## src/hw/rtl/stic_pkg.sv

```systemverilog
// ----------------------------------------------------------------------------
// stic_pkg: shared types and constants for the score table insert core
// Row layout, controller/datapath command and status bundles, op codes.
// ----------------------------------------------------------------------------
package stic_pkg;

    localparam int FUNC_W    = 2;
    localparam int NAME_W    = 24;
    localparam int VAL_W     = 32;
    localparam int POS_W     = 4;
    localparam int INDEX_W   = 4;
    localparam int S_TDATA_W = 96;
    localparam int M_TDATA_W = 96;

    // operation codes carried in s_tuser
    localparam logic [FUNC_W-1:0] FUNC_QUERY  = 2'd0;
    localparam logic [FUNC_W-1:0] FUNC_INSERT = 2'd1;
    localparam logic [FUNC_W-1:0] FUNC_READ   = 2'd2;

    // one table row, name byte 0 in the low bits
    typedef struct packed {
        logic [NAME_W-1:0] name;
        logic [VAL_W-1:0]  extra;
        logic [VAL_W-1:0]  score;
    } row_t;

    // one result item
    typedef struct packed {
        row_t             row;
        logic [POS_W-1:0] pos;
        logic             inserted;
        logic             name_free;
    } res_t;

    // controller to datapath
    typedef struct packed {
        logic             req_load;
        logic             rd_en;
        logic             rd_use_index;
        logic             wr_en;
        logic             wr_new;
        logic             res_set;
        logic             res_free;
        logic             res_ins;
        logic             res_row;
        logic [POS_W-1:0] res_pos;
        logic             out_load;
    } cmd_t;

    // datapath to controller
    typedef struct packed {
        logic [FUNC_W-1:0] func;
        logic              name_match;
        logic              score_less;
    } status_t;

endpackage

```

## src/hw/rtl/stic_dp.sv

```systemverilog
// ----------------------------------------------------------------------------
// stic_dp: score table datapath
// Request registers, row memory with per-row valid bits, compare logic,
// pending result and output register.
// ----------------------------------------------------------------------------
module stic_dp #(
    parameter int RANKED_ROWS = 10
) (
    input  logic                          aclk,
    input  logic                          aresetn,
    // request fields
    input  logic [stic_pkg::FUNC_W-1:0]   req_func,
    input  logic [stic_pkg::NAME_W-1:0]   req_name,
    input  logic [stic_pkg::VAL_W-1:0]    req_extra,
    input  logic [stic_pkg::VAL_W-1:0]    req_score,
    input  logic [stic_pkg::INDEX_W-1:0]  req_index,
    // controller interface
    input  stic_pkg::cmd_t                cmd,
    input  logic [$clog2(RANKED_ROWS+1)-1:0] rd_addr,
    input  logic [$clog2(RANKED_ROWS+1)-1:0] wr_addr,
    output stic_pkg::status_t             st,
    // output register
    output stic_pkg::res_t                out_res
);

    localparam int ROWS = RANKED_ROWS + 1;
    localparam int AW   = $clog2(ROWS);

    logic [stic_pkg::FUNC_W-1:0]  func_reg;
    logic [stic_pkg::NAME_W-1:0]  name_reg;
    logic [stic_pkg::VAL_W-1:0]   extra_reg;
    logic [stic_pkg::VAL_W-1:0]   score_reg;
    logic [stic_pkg::INDEX_W-1:0] index_reg;

    stic_pkg::row_t mem [ROWS];
    logic [ROWS-1:0] valid_reg;

    stic_pkg::row_t rd_data_reg;
    logic           rd_valid_reg;
    logic           rd_range_reg;

    stic_pkg::row_t row_eff;
    stic_pkg::row_t new_row;
    stic_pkg::res_t pend_reg;
    stic_pkg::res_t out_reg;

    logic          idx_in_range;
    logic [AW-1:0] rd_addr_eff;

    // request capture
    always_ff @(posedge aclk) begin
        if (cmd.req_load) begin
            func_reg  <= req_func;
            name_reg  <= req_name;
            extra_reg <= req_extra;
            score_reg <= req_score;
            index_reg <= req_index;
        end
    end

    // read address: walk counter or requested row
    assign idx_in_range = 32'(index_reg) <= 32'(RANKED_ROWS);
    assign rd_addr_eff  = cmd.rd_use_index ? (idx_in_range ? AW'(index_reg) : '0) : rd_addr;

    // memory read port, registered
    always_ff @(posedge aclk) begin
        if (cmd.rd_en) begin
            rd_data_reg  <= mem[rd_addr_eff];
            rd_valid_reg <= valid_reg[rd_addr_eff];
            rd_range_reg <= cmd.rd_use_index ? idx_in_range : 1'b1;
        end
    end

    // never-written rows and out-of-range reads look like zero
    assign row_eff = (rd_valid_reg && rd_range_reg) ? rd_data_reg : '0;
    assign new_row = '{name: name_reg, extra: extra_reg, score: score_reg};

    // memory write port: shift a row down or place the new entry
    always_ff @(posedge aclk) begin
        if (cmd.wr_en) begin
            mem[wr_addr] <= cmd.wr_new ? new_row : row_eff;
        end
    end

    // row valid bits
    always_ff @(posedge aclk) begin
        if (!aresetn) begin
            valid_reg <= '0;
        end else if (cmd.wr_en) begin
            valid_reg[wr_addr] <= 1'b1;
        end
    end

    // compare status
    assign st.func       = func_reg;
    assign st.name_match = row_eff.name == name_reg;
    assign st.score_less = $signed(row_eff.score) < $signed(score_reg);

    // pending result
    always_ff @(posedge aclk) begin
        if (cmd.res_set) begin
            pend_reg.name_free <= cmd.res_free;
            pend_reg.inserted  <= cmd.res_ins;
            pend_reg.pos       <= cmd.res_pos;
            pend_reg.row       <= cmd.res_row ? row_eff : '0;
        end
    end

    // output register
    always_ff @(posedge aclk) begin
        if (cmd.out_load) begin
            out_reg <= pend_reg;
        end
    end

    assign out_res = out_reg;

endmodule

```

## src/hw/rtl/stic_ctrl.sv

```systemverilog
// ----------------------------------------------------------------------------
// stic_ctrl: score table controller
// Walks the ranked rows bottom-up with a one-row read prefetch, issues
// shift and place writes, and runs the input and output handshakes.
// ----------------------------------------------------------------------------
module stic_ctrl #(
    parameter int RANKED_ROWS = 10
) (
    input  logic                             aclk,
    input  logic                             aresetn,
    input  logic                             s_tvalid,
    output logic                             s_tready,
    output logic                             m_tvalid,
    input  logic                             m_tready,
    input  stic_pkg::status_t                st,
    output stic_pkg::cmd_t                   cmd,
    output logic [$clog2(RANKED_ROWS+1)-1:0] rd_addr,
    output logic [$clog2(RANKED_ROWS+1)-1:0] wr_addr
);

    localparam int AW = $clog2(RANKED_ROWS + 1);
    localparam logic [AW-1:0] LAST_RANKED = AW'(RANKED_ROWS - 1);
    localparam logic [stic_pkg::POS_W-1:0] POS_NONE = stic_pkg::POS_W'(RANKED_ROWS);

    localparam logic [1:0] S_IDLE = 2'd0;
    localparam logic [1:0] S_RUN  = 2'd1;
    localparam logic [1:0] S_LAST = 2'd2;
    localparam logic [1:0] S_OUT  = 2'd3;

    logic [1:0]    state_reg, state_next;
    logic [AW-1:0] k_reg, k_next;
    logic [AW-1:0] cr_reg, cr_next;
    logic          iss_reg, iss_next;
    logic          pv_reg, pv_next;
    logic          m_tvalid_reg, m_tvalid_next;

    // control registers
    always_ff @(posedge aclk) begin
        if (!aresetn) begin
            state_reg    <= S_IDLE;
            k_reg        <= '0;
            cr_reg       <= '0;
            iss_reg      <= 1'b0;
            pv_reg       <= 1'b0;
            m_tvalid_reg <= 1'b0;
        end else begin
            state_reg    <= state_next;
            k_reg        <= k_next;
            cr_reg       <= cr_next;
            iss_reg      <= iss_next;
            pv_reg       <= pv_next;
            m_tvalid_reg <= m_tvalid_next;
        end
    end

    assign rd_addr = k_reg;
    assign wr_addr = (state_reg == S_LAST) ? '0 : AW'(cr_reg + AW'(1));

    // next state and commands
    always_comb begin
        state_next = state_reg;
        k_next     = k_reg;
        cr_next    = cr_reg;
        iss_next   = iss_reg;
        pv_next    = 1'b0;
        s_tready   = 1'b0;
        cmd        = '0;
        cmd.res_pos = POS_NONE;

        case (state_reg)
            S_IDLE: begin
                s_tready = 1'b1;
                if (s_tvalid) begin
                    cmd.req_load = 1'b1;
                    k_next       = LAST_RANKED;
                    iss_next     = 1'b1;
                    state_next   = S_RUN;
                end
            end

            S_RUN: begin
                // prefetch the next row
                if (iss_reg) begin
                    cmd.rd_en        = 1'b1;
                    cmd.rd_use_index = st.func == stic_pkg::FUNC_READ;
                    pv_next          = 1'b1;
                    cr_next          = k_reg;
                    if (st.func == stic_pkg::FUNC_READ || k_reg == '0) begin
                        iss_next = 1'b0;
                    end else begin
                        k_next = k_reg - AW'(1);
                    end
                end

                // evaluate the row read last cycle
                case (st.func)
                    stic_pkg::FUNC_READ: begin
                        if (pv_reg) begin
                            cmd.res_set = 1'b1;
                            cmd.res_row = 1'b1;
                            state_next  = S_OUT;
                        end
                    end
                    stic_pkg::FUNC_QUERY: begin
                        if (pv_reg) begin
                            if (st.name_match) begin
                                cmd.res_set = 1'b1;
                                state_next  = S_OUT;
                            end else if (cr_reg == '0) begin
                                cmd.res_set  = 1'b1;
                                cmd.res_free = 1'b1;
                                state_next   = S_OUT;
                            end
                        end
                    end
                    stic_pkg::FUNC_INSERT: begin
                        if (pv_reg) begin
                            if (st.score_less) begin
                                // move this row down one place
                                cmd.wr_en = 1'b1;
                                if (cr_reg == '0) begin
                                    state_next = S_LAST;
                                end
                            end else if (cr_reg == LAST_RANKED) begin
                                cmd.res_set = 1'b1;
                                state_next  = S_OUT;
                            end else begin
                                // new entry goes just below this row
                                cmd.wr_en   = 1'b1;
                                cmd.wr_new  = 1'b1;
                                cmd.res_set = 1'b1;
                                cmd.res_ins = 1'b1;
                                cmd.res_pos = stic_pkg::POS_W'(wr_addr);
                                state_next  = S_OUT;
                            end
                        end
                    end
                    default: begin
                        // unused code: fixed result, table untouched
                        cmd.rd_en   = 1'b0;
                        cmd.res_set = 1'b1;
                        state_next  = S_OUT;
                    end
                endcase

                if (state_next != S_RUN) begin
                    iss_next = 1'b0;
                    pv_next  = 1'b0;
                end
            end

            S_LAST: begin
                cmd.wr_en   = 1'b1;
                cmd.wr_new  = 1'b1;
                cmd.res_set = 1'b1;
                cmd.res_ins = 1'b1;
                cmd.res_pos = '0;
                state_next  = S_OUT;
            end

            S_OUT: begin
                if (!m_tvalid_reg || m_tready) begin
                    cmd.out_load = 1'b1;
                    state_next   = S_IDLE;
                end
            end

            default: begin
                state_next = S_IDLE;
            end
        endcase
    end

    // output valid flag
    always_comb begin
        m_tvalid_next = m_tvalid_reg;
        if (cmd.out_load) begin
            m_tvalid_next = 1'b1;
        end else if (m_tready) begin
            m_tvalid_next = 1'b0;
        end
    end

    assign m_tvalid = m_tvalid_reg;

endmodule

```

## src/hw/rtl/top_score_table_insert_core.sv

```systemverilog
// ----------------------------------------------------------------------------
// top_score_table_insert_core: top-K score table with sorted insertion
// Query, insert and row read over a streaming interface.
// ----------------------------------------------------------------------------
// Query and insert walk the ranked rows from the bottom up; an insert that
// lands in row 0 also passes through S_LAST. A read fetches only its row.
// Throughput: one transaction at a time, set by the walk over the row memory
// at one row per cycle; the next is accepted the cycle after the result
// enters the output register. Reset clears the row valid bits, so the whole
// table reads as zero right after reset.
module top_score_table_insert_core #(
    parameter int RANKED_ROWS = 10
) (
    input  logic                            aclk,
    input  logic                            aresetn,
    // input channel
    input  logic                            s_tvalid,
    output logic                            s_tready,
    // name_char0, name_char1, name_char2, new_extra, new_score, row_index
    input  logic [stic_pkg::S_TDATA_W-1:0]  s_tdata,
    // func
    input  logic [stic_pkg::FUNC_W-1:0]     s_tuser,
    // result channel
    output logic                            m_tvalid,
    input  logic                            m_tready,
    // name_free, inserted, insert_pos, row_name0, row_name1, row_name2,
    // row_extra, row_score
    output logic [stic_pkg::M_TDATA_W-1:0]  m_tdata
);

    localparam int AW = $clog2(RANKED_ROWS + 1);

    stic_pkg::cmd_t    cmd;
    stic_pkg::status_t st;
    stic_pkg::res_t    out_res;
    logic [AW-1:0]     rd_addr;
    logic [AW-1:0]     wr_addr;

    stic_ctrl #(
        .RANKED_ROWS(RANKED_ROWS)
    ) u_ctrl (
        .aclk     (aclk),
        .aresetn  (aresetn),
        .s_tvalid (s_tvalid),
        .s_tready (s_tready),
        .m_tvalid (m_tvalid),
        .m_tready (m_tready),
        .st       (st),
        .cmd      (cmd),
        .rd_addr  (rd_addr),
        .wr_addr  (wr_addr)
    );

    stic_dp #(
        .RANKED_ROWS(RANKED_ROWS)
    ) u_dp (
        .aclk      (aclk),
        .aresetn   (aresetn),
        .req_func  (s_tuser),
        .req_name  (s_tdata[23:0]),
        .req_extra (s_tdata[55:24]),
        .req_score (s_tdata[87:56]),
        .req_index (s_tdata[91:88]),
        .cmd       (cmd),
        .rd_addr   (rd_addr),
        .wr_addr   (wr_addr),
        .st        (st),
        .out_res   (out_res)
    );

    // result packing
    assign m_tdata = {2'b00,
                      out_res.row.score,
                      out_res.row.extra,
                      out_res.row.name,
                      out_res.pos,
                      out_res.inserted,
                      out_res.name_free};

    // one transaction in flight: input closes right after an accept
    a_one_in_flight: assert property (@(posedge aclk) disable iff (!aresetn)
        s_tvalid && s_tready |=> !s_tready)
        else $error("input accepted while a transaction is in progress");

    // a result never both frees a name and reports an insert
    a_flags_exclusive: assert property (@(posedge aclk) disable iff (!aresetn)
        m_tvalid |-> !(m_tdata[0] && m_tdata[1]))
        else $error("name_free and inserted both set");

    // no insert means the position reads as the row count
    a_pos_none: assert property (@(posedge aclk) disable iff (!aresetn)
        m_tvalid && !m_tdata[1] |-> m_tdata[5:2] == stic_pkg::POS_W'(RANKED_ROWS))
        else $error("insert_pos wrong for a result without insert");

endmodule
```

## config.mk

```make
export PLATFORM = sky130hd
export DESIGN_NAME = top_score_table_insert_core
export DESIGN_NICKNAME = d
export VERILOG_FILES = /design/src/hw/rtl/stic_pkg.sv /design/src/hw/rtl/stic_dp.sv /design/src/hw/rtl/stic_ctrl.sv /design/src/hw/rtl/top_score_table_insert_core.sv
export SDC_FILE = /design/constraint.sdc
export NUM_CORES = 2
export LEC_CHECK = 0
export ABC_CLOCK_PERIOD_IN_PS = 12400
export BUFFER_PORTS_ARGS = -buffer_cell sky130_fd_sc_hd__buf_2
export CAP_MARGIN = 20
export CORE_ASPECT_RATIO = 0.75
export CORE_UTILIZATION = 30
export DETAILED_ROUTE_END_ITERATION = 6
export PLACE_DENSITY = 0.45
export SYNTH_ARGS = -nofsm -noshare
export SYNTH_HDL_FRONTEND = slang
export SYNTH_SLANG_ARGS = --single-unit
```

## constraint.sdc

```tcl
create_clock -name aclk -period 12.4 [get_ports aclk]
set_clock_uncertainty 0.15 [all_clocks]
set_input_delay 2.48 -clock aclk [delete_from_list [all_inputs] [get_ports aclk]]
set_output_delay 2.48 -clock aclk [all_outputs]
set_load 0.005 [all_outputs]
```

==> reports/results.md <==
| Quantity | Reported | Unit |
| --- | --- | --- |
| Number of filler instances in the final layout | 17000 | - |
| CTS HTree Levels | 4 | - |
| Post-synthesis register bit count | 1364 | - |
| YS warnings | 0 | - |
| Number of gates resized after CTS | 0 | - |
| Final-report max-slew violation count | 0 | - |
| Lkg Pwr | 20.3 | nW |
| DR WL/cell | 22.9 | µm |
| Critical path data required time | 12.63 | ns |
| 1st-pass router iterations | 7 | - |
| Post-synth top cells | sky130_fd_sc_hd__edfxtp_1, sky130_fd_sc_hd__nand2_1, sky130_fd_sc_hd__a31oi_1, sky130_fd_sc_hd__a211oi_1, sky130_fd_sc_hd__and2_0 | - |
| Measured slew at the worst slew-check pin | 1.07 | ns |
| Setup crit start kind | register | - |
| Final Hold Viols | 0 | - |
| Flip-flop cell with the highest count after synthesis | sky130_fd_sc_hd__edfxtp_1 | - |
| Total of hold buffers inserted after clock tree synthesis | 0 | - |
| Clock latency of the later-clocked register in the worst-skew pair | 0.77 | ns |
| Unrepaired setup endpoints after global routing | no | - |
| Mapped Avg Cell Area | 16.2 | µm² |
| Worst Hold Margin | 0.264 | ns |
| TritonCTS clock tree | done | - |
| Buffers inserted during post-CTS setup optimization | 0 | - |
| Count of pins on the block boundary | 200 | - |
| Die span in x | 491 | µm |
| Critical-path maximum fanout | 49 | - |
| Die Span Y | 369 | µm |
| Crit end category | register | - |
| Start point of the worst hold path | u_dp.pend_reg[8]$_SDFFCE_PN0P_ | - |
| Type of the worst setup path | reg2reg | - |
| Number of DRC violations after detailed routing | 56 | - |
| Number of I/O port buffers | 193 | - |
| Total wire length | 138000 | µm |
| Global placement routability congestion | 0.745 | - |
| Number of flip-flops under the largest register name | 968 | - |
| Worst-case reg-to-reg path depth | 14 | - |
| Number of standard cells after synthesis | 3322 | - |
| Worst path setup slack after routing | 5.67 | ns |
| Cell area after synthesis | 0.0539 | mm² |
| Buffer cell driving the clock tree root | sky130_fd_sc_hd__clkbuf_16 | - |
| Startpoint of the most critical register-to-register path | u_dp.rd_valid_reg$_DFFE_PP_ | - |
| Hold WC Path Type | reg2reg | - |
| Detailed placement HPWL | 70200 | µm |
| Top cell type by total area after synthesis | sky130_fd_sc_hd__edfxtp_1 | - |
| TritonCTS Sinks | 1364 | - |
| Number of antenna violations at the first check in global routing | 4 | - |
| Initial cell density of the core | 30.2 | % |
| Top area cells in the synthesized netlist | sky130_fd_sc_hd__edfxtp_1, sky130_fd_sc_hd__mux4_2, sky130_fd_sc_hd__nand2_1, sky130_fd_sc_hd__a211oi_1, sky130_fd_sc_hd__a31oi_1 | - |
| Clock buffer depth | 3 | - |
| Sequential element share of the synthesized area | 75.6 | % |
| Number of violations reported at the end of detailed-routing iteration 0 | 1857 | - |
| Max rail drop VDD | 0.133 | mV |
| Power per unit of standard cell area | 170 | mW/mm² |
| Fmax | 149 | MHz |
| Sum of overflow across all layers after global routing | 0 | - |
| Area of the core | 0.178 | mm² |
| Final nets | 3678 | - |
| Clock-pin slew on the worst setup and hold paths | 0.06 | ns |
| Result of the run | finished, violations left | - |
| Total GRT Usage | 15.2 | % |
| Number of cells in the design after placement | 5766 | - |
| Critical Path AT | 6.96 | ns |
| Area growth from synthesis to layout | 15.5 | % |
| Clock period minus worst slack | 6.73 | ns |
| Worst setup path endpoint | u_dp.mem[0][81]$_DFFE_PP_ | - |
| Fraction of synthesis flops using an asynchronous set or reset pin | 0 | % |
| Violated checks | DRC | - |
| Sum Neg Setup Slack | 0 | ns |
| Share of final-layout standard cells stronger than drive strength 1 | 18.1 | % |
| Maximum number of pins on one net before global-route repair | 186 | - |
| Tcrit/Tclk final | 54.2 | % |
| Number of global-route vias before repair | 28600 | - |
| Vias per std cell | 4.72 | - |
| DP Worst Slack | 5.35 | ns |
| Distinct cells, synth | 66 | - |
| Count of maximum capacitance violations | 0 | - |
| Reg-to-reg setup timing slack | 5.67 | ns |
| CTS Buf Count | 146 | - |
| Top-area cell type share of the netlist area | 74.7 | % |
| Setup violations, final | 0 | - |
| Wire length of the first global-routing pass | 201000 | µm |
| Rel. slew slack | 26.4 | % |
| Number of enable flip-flop cells after synthesis | 1340 | - |
| Layout Cells excl Fill | 6038 | - |
| Beginning of the critical path | u_dp.rd_valid_reg$_DFFE_PP_ | - |
| Number of antenna-violating nets in the routed design | 0 | - |
| Standard-cell rows | 134 | - |
| Destination of the worst register-to-register timing path | u_dp.mem[0][81]$_DFFE_PP_ | - |
| Area of the die | 0.181 | mm² |
| Overall via count from detail_route | 28500 | - |
| Library cell with the highest instance count after synthesis | sky130_fd_sc_hd__edfxtp_1 | - |
worst min path at each step:
stage                     depth (start not counted)  slack, ns                          to
after floorplan                                   0       0.25   u_dp.out_res[0]$_DFFE_PP_
after global placement                            0       0.25  u_dp.out_res[27]$_DFFE_PP_
after detailed placement                          0       0.25  u_dp.out_res[21]$_DFFE_PP_
after CTS                                         0       0.26  u_dp.out_res[87]$_DFFE_PP_
after global routing                              0       0.27  u_dp.out_res[83]$_DFFE_PP_
final                                             0       0.26   u_dp.out_res[8]$_DFFE_PP_
cells in the final DEF (no fill, tap or decap), types with 19 or more instances in the layout:
cell	n
sky130_fd_sc_hd__inv_1	131
sky130_fd_sc_hd__clkinv_1	36
sky130_fd_sc_hd__a211oi_1	177
sky130_fd_sc_hd__and2_0	142
sky130_fd_sc_hd__clkbuf_1	30
sky130_fd_sc_hd__clkbuf_16	148
sky130_fd_sc_hd__mux4_2	87
sky130_fd_sc_hd__nor2_1	108
sky130_fd_sc_hd__buf_2	193
sky130_fd_sc_hd__nand2_1	466
sky130_fd_sc_hd__and2_1	55
sky130_fd_sc_hd__mux2i_1	97
sky130_fd_sc_hd__mux2_2	90
sky130_fd_sc_hd__dfxtp_1	24
sky130_fd_sc_hd__a31oi_1	185
sky130_fd_sc_hd__ha_1	39
sky130_fd_sc_hd__buf_4	52
sky130_fd_sc_hd__a21oi_1	19
sky130_fd_sc_hd__edfxtp_1	1340
metal layers:
layer	wire (µm)	global-route usage, %
met3	5850	2.79
met4	2910	4.12
met2	64400	24.2
met1	65200	21.2
met5	0	0
per-stage QoR:
step / util [%] / power, mW / instance area, µm²
2_1_floorplan: - / 6.04 / 53900
3_3_place_gp: 32.3 / 6.34 / 57500
6_report: 34.9 / 10.6 / 62200
3_5_place_dp: 32.3 / 6.34 / 57500
5_1_grt: 34.9 / 11.0 / 62200
4_1_cts: 34.9 / 10.7 / 62200
where the power goes:
part           internal (mW)  switching [mW]  total (mW)
sequential              5.15          0.0401        5.19
clock                   2.50            1.84        4.34
combinational          0.404           0.624        1.03
cell families (layout without fill, tap and decap cells):
| family | Yosys count | after routing | synth area share [%] |
|---|---|---|---|
| AOI/OAI and AO/OA | 458 | 458 | 5.93 |
| xor gates and xnor gates | 13 | 13 | 0.211 |
| adders and majority gates | 39 | 39 | 0.906 |
| buffers and inverters | 318 | 651 | 2.72 |
| DFF | 1364 | 1364 | 75.6 |
| muxes | 275 | 275 | 7.34 |
| other | 1 | 4 | 0.00696 |
| and+or+nand+nor | 854 | 854 | 7.28 |
worst max-delay path, stage by stage (launching register included):
cell	delay [ns]
sky130_fd_sc_hd__edfxtp_1	0.56
sky130_fd_sc_hd__and2_4	0.71
sky130_fd_sc_hd__buf_4	0.78
sky130_fd_sc_hd__nand2_1	0.29
sky130_fd_sc_hd__inv_1	0.11
sky130_fd_sc_hd__ha_1	0.25
sky130_fd_sc_hd__nand3_1	0.09
sky130_fd_sc_hd__nor2_1	0.05
sky130_fd_sc_hd__a221oi_2	0.42
sky130_fd_sc_hd__o21ai_1	0.20
sky130_fd_sc_hd__o21ai_0	0.50
sky130_fd_sc_hd__a21oi_1	0.29
sky130_fd_sc_hd__nor3_2	0.20
sky130_fd_sc_hd__buf_4	0.80
sky130_fd_sc_hd__buf_4	0.81
area by class of cell:
class | count | area (µm²) | area share (%)
Tap cell | 2380 | 2980 | 4.79
Sequential cell | 1364 | 40700 | 65.5
Multi-Input combinational cell | 1641 | 11800 | 19.0
Clock buffer | 179 | 3830 | 6.16
Antenna cell | 2 | 5.00 | 0.00805
Timing Repair Buffer | 252 | 1500 | 2.41
Inverter | 132 | 500 | 0.805
Clock inverter | 88 | 846 | 1.36
(Power assumes the default switching activity.)
